File: config.mk
export PLATFORM = sky130hd
export DESIGN_NAME = bper_div
export DESIGN_NICKNAME = d
export VERILOG_FILES = /design/src/rtl/breakpoint_envelope_render_core_macros.svh /design/src/rtl/bper_pkg.sv /design/src/rtl/bper_div.sv
export SDC_FILE = /design/constraint.sdc
export NUM_CORES = 1
export LEC_CHECK = 0
export BUFFER_PORTS_ARGS = -buffer_cell sky130_fd_sc_hd__buf_2
export CAP_MARGIN = 20
export CELL_PAD_IN_SITES_DETAIL_PLACEMENT = 1
export CELL_PAD_IN_SITES_GLOBAL_PLACEMENT = 2
export CORE_MARGIN = 5
export CORE_UTILIZATION = 37
export CTS_BUF_LIST = sky130_fd_sc_hd__clkbuf_2
export CTS_CLUSTER_SIZE = 20
export DETAILED_ROUTE_END_ITERATION = 10
export PLACE_DENSITY_LB_ADDON = 0.1
export SYNTH_ARGS = -nofsm -noshare
export SYNTH_HDL_FRONTEND = slang
export SYNTH_SLANG_ARGS = --single-unit
File: constraint.sdc
create_clock -name clk_i -period 3.1 [get_ports clk_i]
set_clock_uncertainty 0.1 [all_clocks]
set_input_delay 0.31 -clock clk_i [delete_from_list [all_inputs] [get_ports clk_i]]
set_output_delay 0.31 -clock clk_i [all_outputs]
set_load 0.1 [all_outputs]
File: src/rtl/breakpoint_envelope_render_core_macros.svh
// ----------------------------------------------------------------------------
// breakpoint envelope render assertion macros
// shared concurrent assertion forms, clocked on clk_i, off during reset
// ----------------------------------------------------------------------------
`ifndef BREAKPOINT_ENVELOPE_RENDER_CORE_MACROS_SVH
`define BREAKPOINT_ENVELOPE_RENDER_CORE_MACROS_SVH

// same-cycle implication
`define BPER_ASSERT_IMPL(lbl, ante, cons, msg) \
  lbl: assert property (@(posedge clk_i) disable iff (!rst_ni) (ante) |-> (cons)) \
    else $error(msg);

// next-cycle implication
`define BPER_ASSERT_NEXT(lbl, ante, cons, msg) \
  lbl: assert property (@(posedge clk_i) disable iff (!rst_ni) (ante) |=> (cons)) \
    else $error(msg);

`endif

File: src/rtl/bper_pkg.sv
`timescale 1ns / 1ps
// ----------------------------------------------------------------------------
// bper_pkg
// shared types and constants of the breakpoint envelope renderer
// ----------------------------------------------------------------------------
package bper_pkg;

  // default sizes
  localparam int MAX_POINTS_DEF = 64;
  localparam int MAX_RUN_DEF    = 64;

  // field widths
  localparam int TIME_W  = 32;
  localparam int LVL_W   = 16;
  localparam int DIV_W   = 32;
  localparam int PCNT_W  = 7;
  localparam int CFG_IDX_W = 2;
  localparam int CFG_DAT_W = 7;

  // item kinds
  localparam logic KIND_LOAD   = 1'b0;
  localparam logic KIND_RENDER = 1'b1;

  // configuration register indexes
  localparam logic [CFG_IDX_W-1:0] CFG_INTERP = 2'd0;
  localparam logic [CFG_IDX_W-1:0] CFG_PCOUNT = 2'd1;

  // half an output lsb in the q20.16 accumulator
  localparam logic [35:0] ACC_ROUND = 36'd32768;

  typedef struct packed {
    logic              kind;
    logic [5:0]        point_index;
    logic [TIME_W-1:0] point_time;
    logic [LVL_W-1:0]  point_level;
    logic [TIME_W-1:0] start_frame;
    logic [6:0]        frame_count;
  } bper_in_t;

  typedef struct packed {
    logic [LVL_W-1:0] level;
    logic             last;
  } bper_out_t;

  typedef enum logic [3:0] {
    ST_IDLE,
    ST_FRAME,
    ST_SCAN,
    ST_SEG,
    ST_LOADB,
    ST_DIV,
    ST_EVAL,
    ST_ACC,
    ST_OUT
  } state_e;

endpackage

File: src/rtl/bper_div.sv
`timescale 1ns / 1ps
// ----------------------------------------------------------------------------
// bper_div
// unsigned restoring divider, one quotient bit per cycle
// ----------------------------------------------------------------------------
module bper_div import bper_pkg::*; (
  input  logic             clk_i,
  input  logic             rst_ni,
  input  logic             start_i,
  input  logic [DIV_W-1:0] dividend_i,
  input  logic [DIV_W-1:0] divisor_i,
  output logic             done_o,
  output logic [DIV_W-1:0] quotient_o
);

  localparam int CW = $clog2(DIV_W + 1);

  logic             busy_q;
  logic [CW-1:0]    cnt_q;
  logic             done_q;
  logic [DIV_W-1:0] rem_q;
  logic [DIV_W-1:0] quo_q;
  logic [DIV_W-1:0] dvs_q;
  logic [DIV_W:0]   trial;
  logic [DIV_W:0]   trial_sub;
  logic             ge;

  // one trial subtraction per step
  assign trial     = {rem_q, quo_q[DIV_W-1]};
  assign trial_sub = trial - {1'b0, dvs_q};
  assign ge        = (trial >= {1'b0, dvs_q});

  // step control
  always_ff @(posedge clk_i or negedge rst_ni) begin
    if (!rst_ni) begin
      busy_q <= 1'b0;
      cnt_q  <= '0;
      done_q <= 1'b0;
    end else begin
      done_q <= 1'b0;
      if (start_i) begin
        busy_q <= 1'b1;
        cnt_q  <= '0;
      end else if (busy_q) begin
        cnt_q <= cnt_q + CW'(1);
        if (cnt_q == CW'(DIV_W - 1)) begin
          busy_q <= 1'b0;
          done_q <= 1'b1;
        end
      end
    end
  end

  // remainder and quotient shift
  always_ff @(posedge clk_i) begin
    if (start_i) begin
      rem_q <= '0;
      quo_q <= dividend_i;
      dvs_q <= divisor_i;
    end else if (busy_q) begin
      rem_q <= ge ? trial_sub[DIV_W-1:0] : trial[DIV_W-1:0];
      quo_q <= {quo_q[DIV_W-2:0], ge};
    end
  end

  assign done_o     = done_q;
  assign quotient_o = quo_q;

endmodule

======== After elaboration in Yosys (flattened, before gate mapping) ========
Cells that the tools add are included.
Widths: inputs -> output; s select.
word-level totals
  flip-flop bits (word level) ............. 104
  word-level logic and storage cells ...... 22
cells by class
  add/subtract/negate cells ............... 2
  $lt $le $gt $ge ......................... 1
  equality and inequality tests ........... 1
  muxes and demuxes ....................... 11
  reductions and logical operators ........ 1
operators by type and width
  operator             count
  $mux 32              3
  $ge 33x32->1         1
  $sub 32x32->32       1
  $mux 6               2
  $add 6x1->6 const B  1
  $eq 6x5->1 const B   1
  $mux 1               6
  $reduce_bool 2->1    1

======== Longest topological paths before layout ========
  word-level depth ........................ 4
  mapped depth ............................ 14
  depth with buffers taken out ............ 12

======== Worst setup path before layout ========
No wires, ideal clock.
  path kind ............................... register to register
  start ................................... reg quo_q[31] (netlist: quotient_o[31])
  end ..................................... reg rem_q[27]
  library setup time ...................... 0.088 ns
  arrival ................................. 3.042 ns
  setup slack ............................. -0.130 ns
  cell stages (with the launch flop) ...... 14
  buffers on the path ..................... 2
  clock period less this slack ............ 3.230 ns
  cells stage by stage .................... edfxtp_1 inv_1 ha_1 nor2b_1 o2111ai_1 a2111oi_2 o31ai_2 nand3_1 o31ai_2 a21oi_2 buf_6 buf_6 nand2_2 a311oi_2
on the way
  cells in the longest elaborated chain, start to end .. 2
  elaborated cells on any way between the ends .. 3
  those cells by class .................... 1 x add/sub; 1 x order compare; 1 x mux
ends and longest elaborated chain
  what                                            RTL line                        source
  from (decl)                                     bper_div.sv:22                  logic [DIV_W-1:0] quo_q;
  from (signal assigned)                          bper_div.sv:58                  quo_q <= dividend_i;
  from (signal assigned)                          bper_div.sv:62                  quo_q <= {quo_q[DIV_W-2:0], ge};
  $sub 32x32->32 or $ge 33x32->1 (tied branches)  bper_div.sv:30, bper_div.sv:31
  $mux 32 (*)                                     bper_div.sv:61                  rem_q <= ge ? trial_sub[DIV_W-1:0] : trial[DIV_W-1:0];
  to (signal assigned)                            bper_div.sv:61
  to (decl)                                       bper_div.sv:21                  logic [DIV_W-1:0] rem_q;
Mark *: on every way between the ends. The rest lies on a longest branch, timed or not.
A chain may end at the register's enable or synchronous reset.

======== Final worst setup path ========
  start ................................... reg dvs_q[1]
  end ..................................... reg rem_q[11]
on the way
  cells in the longest elaborated chain, start to end .. 2
  elaborated cells on any way between the ends .. 3
  those cells by class .................... 1 x add/sub; 1 x order compare; 1 x mux
ends and longest elaborated chain
  what                                            RTL line                        source
  from (decl)                                     bper_div.sv:23                  logic [DIV_W-1:0] dvs_q;
  from (signal assigned)                          bper_div.sv:59                  dvs_q <= divisor_i;
  $sub 32x32->32 or $ge 33x32->1 (tied branches)  bper_div.sv:30, bper_div.sv:31
  $mux 32 (*)                                     bper_div.sv:61
Marked as above.

==> results.cfg <==
[yosys]
synth.cells.most_frequent = edfxtp_1, nand2_1, nor2_1, inv_1, ha_1
synth.ff_latch_count = 104
post_synth_edffs = 64
cell_type_with_the_largest_total_area_after_synthesis = edfxtp_1
synthDominantCellAreaShare = 0.330
synthCells = 563
proportion_of_synthesized_chip_area_in_sequential_cells = 0.474
synth_area_per_cell_um2 = 10.4
yosys_warnings = 0
post-synth-top-count-cell = edfxtp_1
synthesis.area_mm2 = 0.00583
syn_nets = 664
main_area_contributors_after_synthesis = edfxtp_1, dfxtp_1, ha_1, mux2_2, nand2_1
async_flop_share = 0.0769
synth_ff_type = edfxtp_1
yosys.cell_types.count = 59

[timing]
unrepaired_setup_endpoints_after_global_routing = false
final_number_of_setup_violating_endpoints = 0
min_period_ps = 2940
fmax_ghz = 0.341
fin_setup_tns_ps = 0
final_max_slew_viol_count = 0
tightestPinTransition_ps = 577
final_hold_viol_count = 0
worst_slew_margin_rel = 0.612
timing.final.crit_share = 0.947

[pwr]
switching_component_of_the_power_mw = 1.12
total_power_mw = 3.16
switching_share = 0.355
vdd_drop_max_mv = 0.327
clock_power_share = 0.241
power.leakage_nw = 3.28
p_seq_frac = 0.508
p_comb_frac = 0.252
powerDensity_mw_per_mm2 = 408
internal-power_mw = 2.04

[routing]
post_drt_wl_per_cell_um = 16.9
drcViolationCount = 0
detailroute.via_count = 4903
drt-initial-drc-count = 207
wl_um = 16300
firstDrtPassIters = 4
ant_nets = 0
drt-vias-per-instance = 5.08

[floorplanning]
die_width_um = 136
design.portCount = 100
core_region_area_mm2 = 0.0153
start_util = 0.381
core.rowCount = 45
dieArea_mm2 = 0.0184
die_height_um = 136

[global_routing]
grt_first_pass_wirelength_um = 27300
gr-usage-all-layers = 0.186
globalRoute.totalOverflow = 0
antenna_found_initial = 1
maximum_number_of_pins_on_one_net_before_global_route_repair = 39
grt_pass1_vias = 5409

[place]
place.detailed.instances = 872
dpl.hpwl_um = 11400
place_congestion = 0.812
io_buffer_count = 99

[layout]
post_route_cells_drive_above_1_share = 0.290
design.final.nets = 850
areaGrowthSynthToFinish_pct = 32.9
final-instance-count-excl-fill = 966
fill_cells = 1748

[worst_setup_path]
setup.worst_path.end = rem_q[11]$_SDFFE_PP0P_
criticalPathCategory = reg -> reg
crit_chain = inv_1, ha_1, nor2b_4, o2111ai_4, a2111oi_4, o31ai_4, nand3_2, o31ai_4, a21o_1, buf_6, buf_4, o32ai_1
r2r_setup_slack_ps = 160
startpoint = dvs_q[1]$_DFFE_PP_
crit_arrival_ps = 3380
path_common_cell = o31ai_4
r2r.worst_path.cells = 12
longest_individual_stage_delay_on_the_worst_path_ps = 500
critical_path.max_fanout = 3
worst_setup_path_start_kind = flop
critical-path-slowest-cell = a2111oi_4
worstSetupEndpointType = flop
reg2reg_to = rem_q[11]$_SDFFE_PP0P_
crit-reg2reg-launch = dvs_q[1]$_DFFE_PP_
required_time_at_the_endpoint_of_the_critical_path_ps = 3540

[cts]
ctsRootBufferMaster = clkbuf_2
ctsHtreeMaxLevel = 3
clkLatencyLatePin_ps = 670
tritoncts_clock_tree = built
cts.path.max_buffers = 2
tritoncts.num_buffers = 9
cts_num_sinks = 104
path_clk_slew_ps = 360

[flow_run]
number_of_max_cap_violations = 0

[status]
status = finished, final reports clean

[hold_path]
min-delay-start = divisor_i[18]
worst_hold_path_type = in -> reg
metal layers:
layer,share of wire,routed length [um],track usage,vias up
li1,-,-,-,2413
met1,0.45,7280,0.229,2384
met2,0.50,8130,0.325,89
met3,0.045,732,0.0461,17
met4,0.012,204,0.0465,0
met5,0,0,0,-
sequential cells by signal, indices dropped and copies added, names as in the netlist:
name	cells
busy_q	1
cnt_q	6
done_o	1
dvs_q	32
quotient_o	32
rem_q	32
what timing repair did:
| action | in CTS | in global routing |
|---|---|---|
| buffers inserted | 6 | 4 |
| resized for setup | 1 | 29 |
| hold buffers | 67 | 0 |
| endpoints found under the setup margin | 8 | 22 |
| hold endpoints to repair | 100 | 0 |
| pin swaps | 1 | 9 |
cell type report:
type	instances	area, um^2	area share
well taps	211	264	0.0341
clock inverters	7	97.6	0.0126
clock buffers	9	45.0	0.00581
diodes	1	2.50	0.000323
multi-input cells	395	2960	0.382
inverters	36	135	0.0174
flip-flops and latches	104	2760	0.356
repair buffers	203	1480	0.191
critical path, delay by kind of cell (launching register included):
kind                       cells  cell delay, ps
and+or+nand+nor                2             300
adders and majority gates      1             290
buffers and inverters          3             320
DFF                            1             440
AOI/OAI and AO/OA              6            1380
cell usage in the layout (no fill, tap or decap), drive strengths merged, types with 14 or more instances in the layout:
master / n
dfxtp: 32
mux2: 32
ha: 33
nand2: 60
inv: 40
a21oi: 35
edfxtp: 64
a211oi: 14
buf: 136
xor2: 16
dlygate4sd3: 67
nor2: 42
xnor2: 14
o21ai: 20
worst min-delay path by stage:
stage	slack, ps	to	cells after the start
floorplan	-90	busy_q$_DFF_PN0_	0
global placement	60	done_o$_DFF_PN0_	1
detailed placement	60	done_o$_DFF_PN0_	1
CTS	130	dvs_q[25]$_DFFE_PP_	2
global route	130	dvs_q[18]$_DFFE_PP_	2
finish	220	dvs_q[18]$_DFFE_PP_	2
logic make-up (layout without fill, tap and decap cells):
group | count (synthesis) | after routing | share of synthesized area
compound gates | 126 | 126 | 0.150
xor+xnor | 30 | 30 | 0.0451
fa+ha+maj | 34 | 34 | 0.0742
buf+inv | 64 | 255 | 0.0474
flops | 104 | 104 | 0.474
mux | 44 | 44 | 0.0830
other cells | 0 | 1 | 0
simple gates | 161 | 161 | 0.127
power groups by stage:
stage          Clock [mW]  Combinational [mW]  Sequential, mW
6_report            0.762               0.795            1.60
5_1_grt             0.856               0.848            1.62
4_1_cts             0.810               0.772            1.60
3_5_place_dp            0               0.704            1.63
3_3_place_gp            0               0.696            1.63
2_1_floorplan           0               0.227            1.94
stage by stage:
| step | setup slack, ps | cell area [um^2] | utilization | hold slack (ps) |
|---|---|---|---|---|
| 2_1_floorplan | -21.0 | 5860 | - | -85.6 |
| 3_3_place_gp | 101 | 6700 | 0.438 | 61.2 |
| 3_5_place_dp | -13.0 | 6700 | 0.438 | 64.9 |
| 4_1_cts | 11.5 | 7580 | 0.495 | 129 |
| 5_1_grt | 13.6 | 7750 | 0.506 | 127 |
| 6_report | 164 | 7750 | 0.506 | 220 |
(Power assumes the default switching activity.)
